`config.mk`:
```
export PLATFORM = sky130hd
export DESIGN_NAME = sqe_cordic_stage
export DESIGN_NICKNAME = d
export VERILOG_FILES = /design/src/hdl/sqe_pkg.sv /design/src/hdl/sqe_cordic_stage.sv
export SDC_FILE = /design/constraint.sdc
export NUM_CORES = 1
export LEC_CHECK = 0
export ABC_AREA = 0
export BUFFER_PORTS_ARGS = -buffer_cell sky130_fd_sc_hd__buf_2
export CAP_MARGIN = 20
export CORE_AREA = 8 8 254 256
export DETAILED_ROUTE_END_ITERATION = 8
export DIE_AREA = 0 0 262 264
export GPL_ROUTABILITY_DRIVEN = 1
export GPL_TIMING_DRIVEN = 0
export PLACE_DENSITY_LB_ADDON = 0.25
export SLEW_MARGIN = 5
export SYNTH_ARGS = -nofsm -noshare
export SYNTH_HDL_FRONTEND = slang
export SYNTH_SLANG_ARGS = --single-unit
```
`constraint.sdc`:
```
create_clock -name clk -period 10.7 [get_ports clk]
set_clock_uncertainty 0.05 [all_clocks]
set_input_delay 1.605 -clock clk [delete_from_list [all_inputs] [get_ports clk]]
set_output_delay 1.605 -clock clk [all_outputs]
set_load 0.01 [all_outputs]
```
`src/hdl/sqe_pkg.sv`:
```
// Package: shared types, constants and the arctangent table for the sprite quad expander.
package sqe_pkg;

  localparam int CORD_STEPS = 16;
  localparam logic signed [15:0] ANG_FULL    = 16'sd23040;
  localparam logic signed [15:0] ANG_HALF    = 16'sd11520;
  localparam logic signed [15:0] ANG_QUARTER = 16'sd5760;
  localparam logic signed [27:0] CORD_GAIN   = 28'sd10188014;

  // CORDIC datapath: x and y in Q24 (28 bits signed), angle in 2^-14 degree.
  typedef struct packed {
    logic signed [27:0] x;
    logic signed [27:0] y;
    logic signed [23:0] z;
    logic               flip;
  } cord_t;

  // Sprite fields carried alongside the angle work.
  typedef struct packed {
    logic signed [23:0] pos_x;
    logic signed [23:0] pos_y;
    logic signed [24:0] lx0;
    logic signed [24:0] lx1;
    logic signed [24:0] ly0;
    logic signed [24:0] ly1;
    logic        [17:0] u0;
    logic        [17:0] v0;
    logic        [17:0] u1;
    logic        [17:0] v1;
    logic        [31:0] tint;
    logic               axis;
  } spr_t;

  function automatic logic signed [23:0] atan_lut(input logic [3:0] i);
    case (i)
      4'd0:    atan_lut = 24'sd737280;
      4'd1:    atan_lut = 24'sd435242;
      4'd2:    atan_lut = 24'sd229970;
      4'd3:    atan_lut = 24'sd116736;
      4'd4:    atan_lut = 24'sd58595;
      4'd5:    atan_lut = 24'sd29326;
      4'd6:    atan_lut = 24'sd14667;
      4'd7:    atan_lut = 24'sd7334;
      4'd8:    atan_lut = 24'sd3667;
      4'd9:    atan_lut = 24'sd1833;
      4'd10:   atan_lut = 24'sd917;
      4'd11:   atan_lut = 24'sd458;
      4'd12:   atan_lut = 24'sd229;
      4'd13:   atan_lut = 24'sd115;
      4'd14:   atan_lut = 24'sd57;
      default: atan_lut = 24'sd29;
    endcase
  endfunction

  function automatic logic signed [23:0] sat24(input logic signed [27:0] v);
    if (v > 28'sd8388607) sat24 = 24'sd8388607;
    else if (v < -28'sd8388608) sat24 = -24'sd8388608;
    else sat24 = v[23:0];
  endfunction

endpackage

```
`src/hdl/sqe_cordic_stage.sv`:
```
// One registered CORDIC micro-rotation with a fixed shift.
module sqe_cordic_stage import sqe_pkg::*; #(
  parameter int Step = 0
) (
  input  logic  clk,
  input  logic  rst_n,
  input  logic  in_vld,
  input  cord_t in_c,
  input  spr_t  in_s,
  output logic  out_vld,
  output cord_t out_c,
  output spr_t  out_s
);
  logic  vld_r;
  cord_t c_r, c_nxt;
  spr_t  s_r;

  always_comb begin
    c_nxt = in_c;
    if (in_c.z >= 0) begin
      c_nxt.x = in_c.x - (in_c.y >>> Step);
      c_nxt.y = in_c.y + (in_c.x >>> Step);
      c_nxt.z = in_c.z - atan_lut(4'(Step));
    end else begin
      c_nxt.x = in_c.x + (in_c.y >>> Step);
      c_nxt.y = in_c.y - (in_c.x >>> Step);
      c_nxt.z = in_c.z + atan_lut(4'(Step));
    end
  end

  always_ff @(posedge clk) begin
    if (!rst_n) vld_r <= 1'b0;
    else vld_r <= in_vld;
    c_r <= c_nxt;
    s_r <= in_s;
  end

  assign out_vld = vld_r;
  assign out_c   = c_r;
  assign out_s   = s_r;
endmodule

```
Word level (Yosys, flattened, before mapping):

Index checks and enable logic that the tools add are counted.

* input bits: 337
* output and inout port bits: 335
* register bits: 335
* logic and storage cells: 24

* add/sub/neg operators: 5
* mux-type cells: 1
* magnitude comparators: 1

Operator list (number)
* $mux W80: 1
* $sub A28 B28 Y28: 2
* $add A28 B28 Y28: 1
* $add A24 B21 Y24 const B: 1
* $ge A24 B1 Y1 const B: 1
* $sub A24 B21 Y24 const B: 1

Longest topological paths before layout:

* depth in word-level cells: 2
* gate-level depth with buffers: 17

Least setup slack after synthesis:

No wires, ideal clock.

* path kind: in2reg
* start: input port in_c[24] (netlist name)
* end: register c_r (netlist bit out_c[24])
* setup slack: 5964 ps
* cell stages on the path: 17
* setup time: 72 ps
* buffers on the path: 2
* data arrival time: 4614 ps
* cell sequence: inv_1 ha_1 nor4b_1 nand4_1 o21ai_1 clkbuf_1 buf_1 ha_1 a21o_1 a21oi_1 o21bai_1 a21oi_1 o21bai_1 a21oi_1 o21bai_1 a21oi_1 xnor2_1

RTL lines
* start, declared: line sqe_cordic_stage.sv:8 `input cord_t in_c,`
* end signal, assigned: line sqe_cordic_stage.sv:34 `c_r <= c_nxt;`
* end, declared: line sqe_cordic_stage.sv:15 `cord_t c_r, c_nxt;`

==> flow_summary.yaml <==
floorplan:
  dieArea_um2: 69200
  die_h_um: 264
  start_util_pct: 19.0
  io_pins: 672
  core_um2: 60800
  die_x_um: 262
  fp-row-count: 91
yosys:
  avgSynthCellArea_um2: 10.8
  synth_area_leaders: "dfxtp_1, ha_1, a21oi_1"
  syn_inst: 1065
  syn_area_um2: 11500
  synth_xor_xnor_area_share_pct: 4.63
  muxShareOfSynthArea_pct: 1.04
  synth.distinct_cells: 73
  synth_top_family_by_area: "compound AO/OA/AOI/OAI gates"
  synth_seq_cells: 334
  synth_edf_count: 0
  synth_flop_cell: "dfxtp_1"
  synthesis.nets: 1496
  ys_seq_area_share_pct: 57.9
  synth_simple_gate_area_share_pct: 7.42
  synth_area_leader_cell: "dfxtp_1"
  synth_top_area_share_pct: 57.9
  synth-compound-area-share_pct: 14.4
  async_flop_share_pct: 0
  ys_warn_count: 0
  synthAdderAreaFrac_pct: 10.4
layout:
  final_common_cell: "buf_2"
  areaGrowthSynthToFinish_pct: 49.9
  seq_area_um2: 6690
  fillers: 6584
  layout.cell_area.non_filler_um2: 17300
  multiInputGateArea_um2: 4380
  nNetsFinal: 2210
  final_cell_mix: "buf_2, dfxtp_1, ha_1"
  final_layout_size_suffix_gt1_share_pct: 42.0
cts:
  tritoncts: "yes"
  cts_buffer_depth: 3
  cts.hold.buffers_added: 0
  path_clk_slew_ns: 0.06
  cts_root_buffer: "clkbuf_16"
  cts_resized: 0
  cts.sink_count: 334
  postCtsSetupBuffers: 0
  htreeDepth: 2
  cts_made_buffers: 40
run:
  cap_violations: 0
power_and_ir_drop:
  finalPower_mw: 3.43
  power.density_nw_per_um2: 198
  p_leak_nw: 8.52
  ir_drop_mv: 0.113
worst_setup_path:
  worstPathRequired_ns: 11.13
  cp_slowest_cell: "buf_1"
  worstPathMaxFanout: 13
  cpMostUsedCell: "a21oi_1"
  end_kind: "flip-flop"
  critPathLaunch: "in_c[18]"
  worst_ep_arrival_time_ns: 7.07
  crit_chain: "buf_2 -> nor4_1 -> nand4_1 -> o21ai_1 -> clkbuf_1 -> buf_1 -> ha_1 -> a21o_1 -> a21oi_1 -> o21bai_1 -> a21oi_1 -> o21bai_1 -> a21oi_1 -> o21bai_1 -> a21oi_1 -> xnor2_1"
  crit_path_start_kind: "input port"
  crit_type: "in2reg"
  slowest_delay_ns: 0.82
min_path:
  min-delay-start: "in_s[167]"
  hold_path.class: "in2reg"
  hold_depth: 1
drt:
  drc: 0
  num_vias: 10900
  post_drt_wl_per_cell_um: 30.2
  vias_per_cell: 4.18
  ant_nets: 0
  wirelength_um: 79000
  drt_iter0_drc: 689
  drt_pass1_iterations: 5
sta:
  fin_crit_sh_pct: 62.1
  relSlewSlack_pct: 26.3
  tightest_slew_ns: 1.11
  setup_ws_ns: 4.06
  rsz0062_at_grt: "no"
  fmax_mhz: 151
  setup_viol: 0
  finalHoldViolCount: 0
  tns_ns: 0
  period_minus_slack_ns: 6.64
  maxSlewViolCount: 0
  whs_ns: 1.09
global_routing:
  gr-total-overflow: 0
  antenna_found_initial: 51
  grt_pass1_vias: 11400
  track_usage_pct: 21.8
  grt_max_degree: 15
  grt_pass1_wl_um: 103000
placed_design:
  dp_slack_ns: 3.21
  gp_congestion: 0.871
  place_hpwl_um: 68300
  placed_area_um2: 15900
  io_buffers: 671
run_status:
  status: "finished clean"
-- where the power goes --
part | total (mW) | switching, mW | internal, mW
logic | 0.623 | 0.390 | 0.232
registers | 1.39 | 0.0338 | 1.36
clock network | 1.42 | 0.565 | 0.852
total | 3.43 | 0.990 | 2.44
-- synth_stat cells (4+ instances only) --
| master | instances |
|---|---|
| dfxtp_1 | 334 |
| ha_1 | 90 |
| inv_1 | 88 |
| a21oi_1 | 86 |
| nor2_1 | 83 |
| o21ai_0 | 51 |
| xnor2_1 | 49 |
| nand2_1 | 36 |
| a21o_1 | 23 |
| clkbuf_1 | 21 |
| o21bai_1 | 20 |
| mux2i_1 | 12 |
| nor2b_1 | 12 |
| xor2_1 | 12 |
| a31oi_1 | 9 |
| nand3_1 | 9 |
| nor4_1 | 9 |
| a211oi_1 | 8 |
| nor3_1 | 8 |
| nand4_1 | 6 |
| o21a_1 | 6 |
| buf_1 | 5 |
| buf_2 | 5 |
| fa_1 | 4 |
| nand2b_1 | 4 |
-- per-stage QoR --
stage | utilization (%) | std cells
global placement | 26.1 | 2526
floorplan | - | 1065
global route | 28.4 | 2607
detailed placement | 26.2 | 2527
finish | 28.5 | 2617
CTS | 28.4 | 2597
-- cells by family after synthesis --
logic type	count (synthesis)
AND/OR/NAND/NOR	185
flip-flops	334
multiplexers	12
buffers and inverters	124
AO/OA/AOI/OAI	255
adder cells (fa/ha/maj)	94
XOR/XNOR	61
-- metal layers --
layer,share of wire [%],global-route usage [%]
met1,37,23.3
met2,46,36.0
met3,14,13.1
met4,2.9,5.85
met5,0.23,0
-- worst paths after layout --
| path | end | slack [ns] |
|---|---|---|
| hold / removal | out_s[167] | 1.09 |
| setup / recovery | out_c[24] | 4.06 |
-- critical path: cells and delay by family --
kind	cells	cell delay [ns]
buffers and inverters	3	1.65
adder cells (fa/ha/maj)	1	0.39
AND/OR/NAND/NOR	2	1.01
AO/OA/AOI/OAI	9	2.25
XOR/XNOR	1	0.14
-- area by class of cell --
type / count / area share (%)
antenna: 20 / 0.289
buffer: 33 / 0.795
clock buffer: 52 / 6.39
clock inverter: 18 / 1.42
inverter: 91 / 1.97
multi-input combinational: 607 / 25.3
sequential: 334 / 38.6
tap: 790 / 5.71
timing repair buffer: 672 / 19.5
-- registers in the layout (all words and copies together) (netlist names) --
register  flops
out_c        80
out_s       253
out_vld       1
(Power assumes the default switching activity.)
