<file path="config.mk">
export PLATFORM = sky130hd
export DESIGN_NAME = sqe_front
export DESIGN_NICKNAME = d
export VERILOG_FILES = /design/src/hdl/sqe_pkg.sv /design/src/hdl/sqe_front.sv
export SDC_FILE = /design/constraint.sdc
export NUM_CORES = 1
export LEC_CHECK = 0
export BUFFER_PORTS_ARGS = -buffer_cell sky130_fd_sc_hd__buf_4
export CORE_AREA = 5 5 232 234
export CTS_BUF_LIST = sky130_fd_sc_hd__clkbuf_2 sky130_fd_sc_hd__clkbuf_4 sky130_fd_sc_hd__clkbuf_8
export DETAILED_ROUTE_END_ITERATION = 7
export DIE_AREA = 0 0 237 239
export PLACE_DENSITY_LB_ADDON = 0.08
export SYNTH_ARGS = -nofsm -noshare
export SYNTH_HDL_FRONTEND = slang
export SYNTH_SLANG_ARGS = --single-unit
</file>
<file path="constraint.sdc">
create_clock -name clk -period 6.26 [get_ports clk]
set_input_delay 1.252 -clock clk [delete_from_list [all_inputs] [get_ports clk]]
set_output_delay 1.252 -clock clk [all_outputs]
set_load 0.02 [all_outputs]
</file>
<file path="src/hdl/sqe_pkg.sv">
// Package: shared types, constants and the arctangent table for the sprite quad expander.
package sqe_pkg;

  localparam int CORD_STEPS = 16;
  localparam logic signed [15:0] ANG_FULL    = 16'sd23040;
  localparam logic signed [15:0] ANG_HALF    = 16'sd11520;
  localparam logic signed [15:0] ANG_QUARTER = 16'sd5760;
  localparam logic signed [27:0] CORD_GAIN   = 28'sd10188014;

  // CORDIC datapath: x and y in Q24 (28 bits signed), angle in 2^-14 degree.
  typedef struct packed {
    logic signed [27:0] x;
    logic signed [27:0] y;
    logic signed [23:0] z;
    logic               flip;
  } cord_t;

  // Sprite fields carried alongside the angle work.
  typedef struct packed {
    logic signed [23:0] pos_x;
    logic signed [23:0] pos_y;
    logic signed [24:0] lx0;
    logic signed [24:0] lx1;
    logic signed [24:0] ly0;
    logic signed [24:0] ly1;
    logic        [17:0] u0;
    logic        [17:0] v0;
    logic        [17:0] u1;
    logic        [17:0] v1;
    logic        [31:0] tint;
    logic               axis;
  } spr_t;

  function automatic logic signed [23:0] atan_lut(input logic [3:0] i);
    case (i)
      4'd0:    atan_lut = 24'sd737280;
      4'd1:    atan_lut = 24'sd435242;
      4'd2:    atan_lut = 24'sd229970;
      4'd3:    atan_lut = 24'sd116736;
      4'd4:    atan_lut = 24'sd58595;
      4'd5:    atan_lut = 24'sd29326;
      4'd6:    atan_lut = 24'sd14667;
      4'd7:    atan_lut = 24'sd7334;
      4'd8:    atan_lut = 24'sd3667;
      4'd9:    atan_lut = 24'sd1833;
      4'd10:   atan_lut = 24'sd917;
      4'd11:   atan_lut = 24'sd458;
      4'd12:   atan_lut = 24'sd229;
      4'd13:   atan_lut = 24'sd115;
      4'd14:   atan_lut = 24'sd57;
      default: atan_lut = 24'sd29;
    endcase
  endfunction

  function automatic logic signed [23:0] sat24(input logic signed [27:0] v);
    if (v > 28'sd8388607) sat24 = 24'sd8388607;
    else if (v < -28'sd8388608) sat24 = -24'sd8388608;
    else sat24 = v[23:0];
  endfunction

endpackage

</file>
<file path="src/hdl/sqe_front.sv">
// Input stage: angle reduction, fold, local corner offsets.
module sqe_front import sqe_pkg::*; (
  input  logic               clk,
  input  logic               rst_n,
  input  logic               in_vld,
  input  logic signed [23:0] in_pos_x,
  input  logic signed [23:0] in_pos_y,
  input  logic signed [23:0] in_width,
  input  logic signed [23:0] in_height,
  input  logic signed [23:0] in_pivot_x,
  input  logic signed [23:0] in_pivot_y,
  input  logic signed [15:0] in_angle,
  input  logic signed [17:0] in_tex_u0,
  input  logic signed [17:0] in_tex_v0,
  input  logic signed [17:0] in_tex_u1,
  input  logic signed [17:0] in_tex_v1,
  input  logic        [31:0] in_tint,
  output logic               out_vld,
  output cord_t              out_c,
  output spr_t               out_s
);
  logic signed [16:0] r1, r2, a;
  logic               flip;
  logic  vld_r;
  cord_t c_r, c_nxt;
  spr_t  s_r, s_nxt;

  always_comb begin
    // angle in [-32768, 32767]: at most two corrections up and one down by 23040.
    r1 = 17'(in_angle);
    if (r1 < 0) r1 = r1 + 17'(ANG_FULL);
    if (r1 < 0) r1 = r1 + 17'(ANG_FULL);
    r2 = r1;
    if (r2 >= 17'(ANG_FULL)) r2 = r2 - 17'(ANG_FULL);
    a = r2;
    if (a >= 17'(ANG_HALF)) a = a - 17'(ANG_FULL);
    flip = 1'b0;
    if (a > 17'(ANG_QUARTER)) begin
      a = a - 17'(ANG_HALF);
      flip = 1'b1;
    end else if (a < -17'(ANG_QUARTER)) begin
      a = a + 17'(ANG_HALF);
      flip = 1'b1;
    end
    c_nxt.x    = CORD_GAIN;
    c_nxt.y    = '0;
    c_nxt.z    = {a[15:0], 8'd0};
    c_nxt.flip = flip;
    s_nxt.pos_x = in_pos_x;
    s_nxt.pos_y = in_pos_y;
    s_nxt.lx0   = -25'(in_pivot_x);
    s_nxt.ly0   = -25'(in_pivot_y);
    s_nxt.lx1   = 25'(in_width) - 25'(in_pivot_x);
    s_nxt.ly1   = 25'(in_height) - 25'(in_pivot_y);
    s_nxt.u0    = in_tex_u0;
    s_nxt.v0    = in_tex_v0;
    s_nxt.u1    = in_tex_u1;
    s_nxt.v1    = in_tex_v1;
    s_nxt.tint  = in_tint;
    s_nxt.axis  = (r2 == 17'sd0);
  end

  always_ff @(posedge clk) begin
    if (!rst_n) vld_r <= 1'b0;
    else vld_r <= in_vld;
    c_r <= c_nxt;
    s_r <= s_nxt;
  end

  assign out_vld = vld_r;
  assign out_c   = c_r;
  assign out_s   = s_r;
endmodule

</file>
Word-level counts from Yosys, hierarchy flattened
Index checks and enable logic that the tools add are counted.
- bits in registers: 271
- bits in latches: 0
- RAM bits: 0
- memory bits (read-only): 0
- memories: 0
- add/subtract/negate cells: 10
- $mul: 0
- div/mod/pow operators: 0
- magnitude comparators: 6
- eq/ne operators: 0
- shift operators: 0
- multiplexer cells: 7
- bitwise operators: 0
- reductions and logical operators: 1
- operator list (operator ; count):
    $mux 17 ; 4
    $neg 24->25 ; 2
    $sub 24x24->25 ; 2
    $sub 17x16->17 const B ; 2
    $mux 16 ; 2
    $add 16x16->17 const B ; 1
    $add 17x16->17 const B ; 1
    $ge 17x15->1 const B ; 1
    $ge 17x16->1 const B ; 1
    $gt 17x14->1 const B ; 1
    $logic_not 17->1 ; 1
    $lt 17x1->1 const B ; 1
    $lt 17x14->1 const B ; 1
    $add 16x15->16 const B ; 1
    $lt 16x1->1 const B ; 1
    $sub 16x15->16 const B ; 1
    $mux 1 ; 1

Longest topological paths before layout
- depth in word-level cells: 11
- mapped depth: 21

Least setup slack after synthesis
OpenSTA, ideal clock, no wires.
- kind: input to register
- start point: input in_angle[12]
- end point: register c_r, in the netlist out_c[19]
- arrival time: 5058 ps
- data required time: 6142 ps
- path slack: 1084 ps
- stages on the path: 19
- path buffers: 2
- cells stage by stage: buf_4 > a211o_4 > a21oi_4 > a211oi_4 > ha_1 > or3_1 > o211a_2 > a211o_1 > a21o_1 > a311oi_4 > or2_1 > buf_4 > xnor2_1 > inv_1 > ha_1 > a211oi_1 > a31oi_1 > and3_1 > xnor2_1
- cells in the longest elaborated chain, start to end: 11
- ends and longest elaborated chain (what ; line ; source):
    start, declared ; sqe_front.sv:12 ; input logic signed [15:0] in_angle,
    $add 16x16->17 / $lt 16x1->1 (equally long branches) ; sqe_front.sv:31 ; if (r1 < 0) r1 = r1 + 17'(ANG_FULL);
    $mux 17 * ; sqe_front.sv:31 ;
    $add 17x16->17 / $lt 17x1->1 (equally long branches) ; sqe_front.sv:32 ; if (r1 < 0) r1 = r1 + 17'(ANG_FULL);
    $mux 17 * ; sqe_front.sv:32 ;
    $sub 17x16->17 / $ge 17x16->1 (equally long branches) ; sqe_front.sv:34 ; if (r2 >= 17'(ANG_FULL)) r2 = r2 - 17'(ANG_FULL);
    $mux 17 * ; sqe_front.sv:34 ;
    $sub 17x16->17 / $ge 17x15->1 (equally long branches) ; sqe_front.sv:36 ; if (a >= 17'(ANG_HALF)) a = a - 17'(ANG_FULL);
    $mux 17 * ; sqe_front.sv:36 ;
    $lt 17x14->1 / $add 16x15->16 (equally long branches) ; sqe_front.sv:41, sqe_front.sv:42 ;
    $mux 16 ; sqe_front.sv:41 ; end else if (a < -17'(ANG_QUARTER)) begin
    $mux 16 * ; sqe_front.sv:38 ; if (a > 17'(ANG_QUARTER)) begin
    via a[10] ; sqe_front.sv:22 ; logic signed [16:0] r1, r2, a;
    end signal, assigned ; sqe_front.sv:66 ; c_r <= c_nxt;
    end, declared ; sqe_front.sv:25 ; cord_t c_r, c_nxt;
Mark *: on every way through the listed nets, which the timed path passes. The rest lies on a longest branch.
A chain may end at the register's enable or synchronous reset.

Final worst setup path
- start point: input in_angle[9]
- end point: register c_r, in the netlist out_c[19]
- cells in the longest elaborated chain, start to end: 11
- ends and longest elaborated chain (what ; line):
    $add 16x16->17 / $lt 16x1->1 (equally long branches) ; sqe_front.sv:31
    $mux 17 * ; sqe_front.sv:31
    $add 17x16->17 / $lt 17x1->1 (equally long branches) ; sqe_front.sv:32
    $mux 17 * ; sqe_front.sv:32
    $sub 17x16->17 / $ge 17x16->1 (equally long branches) ; sqe_front.sv:34
    $mux 17 * ; sqe_front.sv:34
    $sub 17x16->17 / $ge 17x15->1 (equally long branches) ; sqe_front.sv:36
    $mux 17 * ; sqe_front.sv:36
    $add 16x15->16 / $lt 17x14->1 (equally long branches) ; sqe_front.sv:42, sqe_front.sv:41
    $mux 16 ; sqe_front.sv:41
    $mux 16 * ; sqe_front.sv:38
    via a[10] ; sqe_front.sv:22
Marked as above.

==> results by group <==
Clocking
  • Root Buffer: clkbuf_8
  • Count of hold-fix buffers inserted at cts: 0
  • Resized cells post-CTS: 0
  • Post-CTS Setup Repair Bufs: 0
  • Htree depth: 2
  • CTS tree: yes
  • Clk sinks: 271
  • Clk pin slew, worst setup/hold paths: 70 ps
  • TritonCTS buffer count: 52
  • CTS Buffer Depth: 3

GRT
  • First-pass GRT wire length: 61150 um
  • Vias in the first global route: 9429
  • Largest net degree at the start of global routing: 14
  • M2 GR Usage: 0.2532
  • Met3 Track Usage GR: 0.04672
  • Antenna violations before repair: 8
  • Total GRT Usage: 0.1423
  • GR Util met1: 0.1632
  • Busiest layer in global routing: met2
  • Gr ovfl total: 0

Route
  • Routed Antenna Nets: 0
  • WL per Instance: 18.46 um
  • DRT Pass-1 Iters: 4
  • DRT iter0 DRCs: 320
  • DRC Markers: 0
  • Vias: 9387
  • Vias/cell: 3.989
  • Final wirelength: 43430 um

Logic synthesis
  • Synth top area cells: dfxtp_1 (51%), ha_1 (6.4%), xnor2_1 (6.2%), buf_4 (4.7%), inv_1 (2.8%)
  • Syn Inst Count: 1051
  • Area share of fa/ha/maj cells after synthesis: 0.06779
  • Mapped Area: 10740 um^2
  • Top_reg_cell synth: dfxtp_1
  • Async SR Flop Fraction: 0
  • Synth area leader: dfxtp_1
  • Sequential area share after synthesis: 0.5051
  • Post-synthesis mux area share: 0.002097
  • Distinct cell type count of the synthesized netlist: 87
  • Synth warn: 0
  • Seq cells post-synth: 271
  • Cell with the most instances after synthesis: dfxtp_1
  • Synth Area in Simple Gates: 0.1280
  • Post-synth EDFFs: 0
  • Synth Area in XOR/XNOR: 0.07606
  • Compound-Gate Fraction of Synth Area: 0.1380
  • Commonest cells in the synthesized netlist: dfxtp_1 (271), inv_1 (80), nor2_1 (78)
  • Largest family of logic cells by synthesized area: compound AO/OA/AOI/OAI gates
  • Syn_area_per_cell: 10.22 um^2
  • Post-synth top area share: 0.5051

STA
  • Worst slew pin tran: 849.6 ps
  • Fin Setup TNS: 0 ps
  • Final min period: 5389 ps
  • Max Clk Rate: 0.1856 GHz
  • Setup violators final: 0
  • RSZ-0062 raised after global routing: false
  • Fin crit share: 0.8609
  • Hold Vio Cnt, Final: 0
  • Worst relative slew slack: 0.4284
  • Final slew viol count: 0

Power
  • Power share of the combinational group: 0.263
  • Static Leak: 0.007731 uW
  • Int Power: 3529 uW
  • Sequential cell fraction of total power: 0.380
  • Switching part of the total: 0.3133
  • Switching pwr: 1610 uW
  • Clock network fraction of design power: 0.357
  • P per Cell Area: 313.2 nW/um^2
  • Maximum vdd drop: 132.6 uV
  • Overall power: 5138 uW

Worst setup path
  • Crit path largest cell delay: 640 ps
  • Most frequent CP cell: ha_1
  • Worst path cell trace: buf_4 -> ha_1 -> a21o_1 -> ha_1 -> a211oi_4 -> ha_1 -> nor2_1 -> o21ai_1 -> o211ai_1 -> o31ai_1 -> o21bai_2 -> o21bai_1 -> nor2_1 -> a31o_1 -> o211ai_1 -> a21o_1 -> and3_1 -> xnor2_1
  • Crit path capture type: flip-flop
  • Critical path arrival: 5870 ps
  • Startpoint types: primary input
  • Worst path slowest cell: nor2_1
  • Worst-path maximum fanout: 11
  • CP required: 6740 ps
  • Setup CP Type: primary input to flip-flop

Layout
  • Multi-input gate area in the final layout: 4666 um^2
  • Reg area: 5425 um^2
  • # fillers: 5427
  • Synthesis-to-finish area growth: 52.74%
  • Layout cells sized above 1: 0.4023
  • Final #Nets: 1953

Die
  • Core Footprint: 51810 um^2
  • Die area: 56640 um^2
  • I/O Pins: 602
  • Die Y: 239 um
  • Rows: 84
  • Starting density of the core: 0.2073
  • Chip width: 237 um

Job
  • Max-cap violations: 0

Placed design
  • GPL Wtd Cong: 0.8612
  • Hpwl dp: 36580 um
  • Port bufs: 537

Hold path
  • Hold Crit Class: primary input to flip-flop

Status
  • Outcome: completed
-- metal layers --
| metal | wire, um | vias up |
|---|---|---|
| li1 | - | 4647 |
| met4 | 996 | 12 |
| met3 | 3408 | 70 |
| met5 | 69 | - |
| met1 | 16800 | 4310 |
| met2 | 22160 | 348 |
-- cells by family after synthesis --
logic type               count (synthesis)
adder cells (fa/ha/maj)                 57
multiplexers                             2
AO/OA/AOI/OAI                          199
buffers and inverters                  160
flip-flops                             271
other                                    2
AND/OR/NAND/NOR                        270
XOR/XNOR                                90
-- state kept, by name, indices dropped and copies added, names as in the netlist --
| register | flops |
|---|---|
| out_c | 17 |
| out_s | 253 |
| out_vld | 1 |
-- cell type report --
class	instances	area share
tap	688	0.05247
multi-input combinational	682	0.2844
timing repair buffer	541	0.2475
antenna	2	0.0003050
sequential	271	0.3307
clock buffer	74	0.05826
inverter	81	0.01853
clock inverter	14	0.007855
-- through the flow --
| stage | instances | area [um^2] | hold WS, ps | utilization | setup slack (ps) |
|---|---|---|---|---|---|
| after CTS | 2351 | 16400 | 664.5 | 0.3166 | 1025 |
| after floorplan | 1113 | 10970 | 1280 | - | 1084 |
| after detailed placement | 2263 | 15320 | 1358 | 0.2956 | 348.6 |
| after global placement | 2263 | 15320 | 1357 | 0.2956 | 434.0 |
| after global routing | 2352 | 16400 | 682.3 | 0.3166 | 611.0 |
| final | 2353 | 16410 | 745.6 | 0.3166 | 870.9 |
-- path summary, 6_finish.rpt --
kind | cells after the start | from | endpoint | slack, ps
worst min-delay path | 1 | in_pos_x[16] | out_s[245] | 750
worst max-delay path | 18 | in_angle[9] | out_c[19] | 870
-- cell usage in the layout, fill, tap and decap left out, drive strengths merged, types with 9 or more instances in the layout --
cell and instances:
buf 541, dfxtp 271, inv 82, nor2 78, xnor2 77, clkbuf 74
conb 64, ha 55, nand2 54, o21ai 43, a21oi 34, nor3 31
nand3 21, a21boi 16, nor4 16, nand4 12, xor2 12, a21o 10
o31ai 10, o21a 10, a31oi 10, o211ai 10, clkinv 9
-- power groups by stage --
stage	sequential, uW	clock, uW	combinational (uW)
2_1_floorplan	2200	0	575
3_3_place_gp	1990	0	1370
3_5_place_dp	1990	0	1360
4_1_cts	1960	1930	1370
5_1_grt	1970	2000	1450
6_report	1950	1830	1350
-- critical path, delay by kind of cell --
family	cells	cell delay, ps
compound gates	10	2510
fa+ha+maj	3	960
simple gates	3	880
buf+inv	1	150
xor+xnor	1	120
Note: power is estimated with default switching activity, not from simulation.
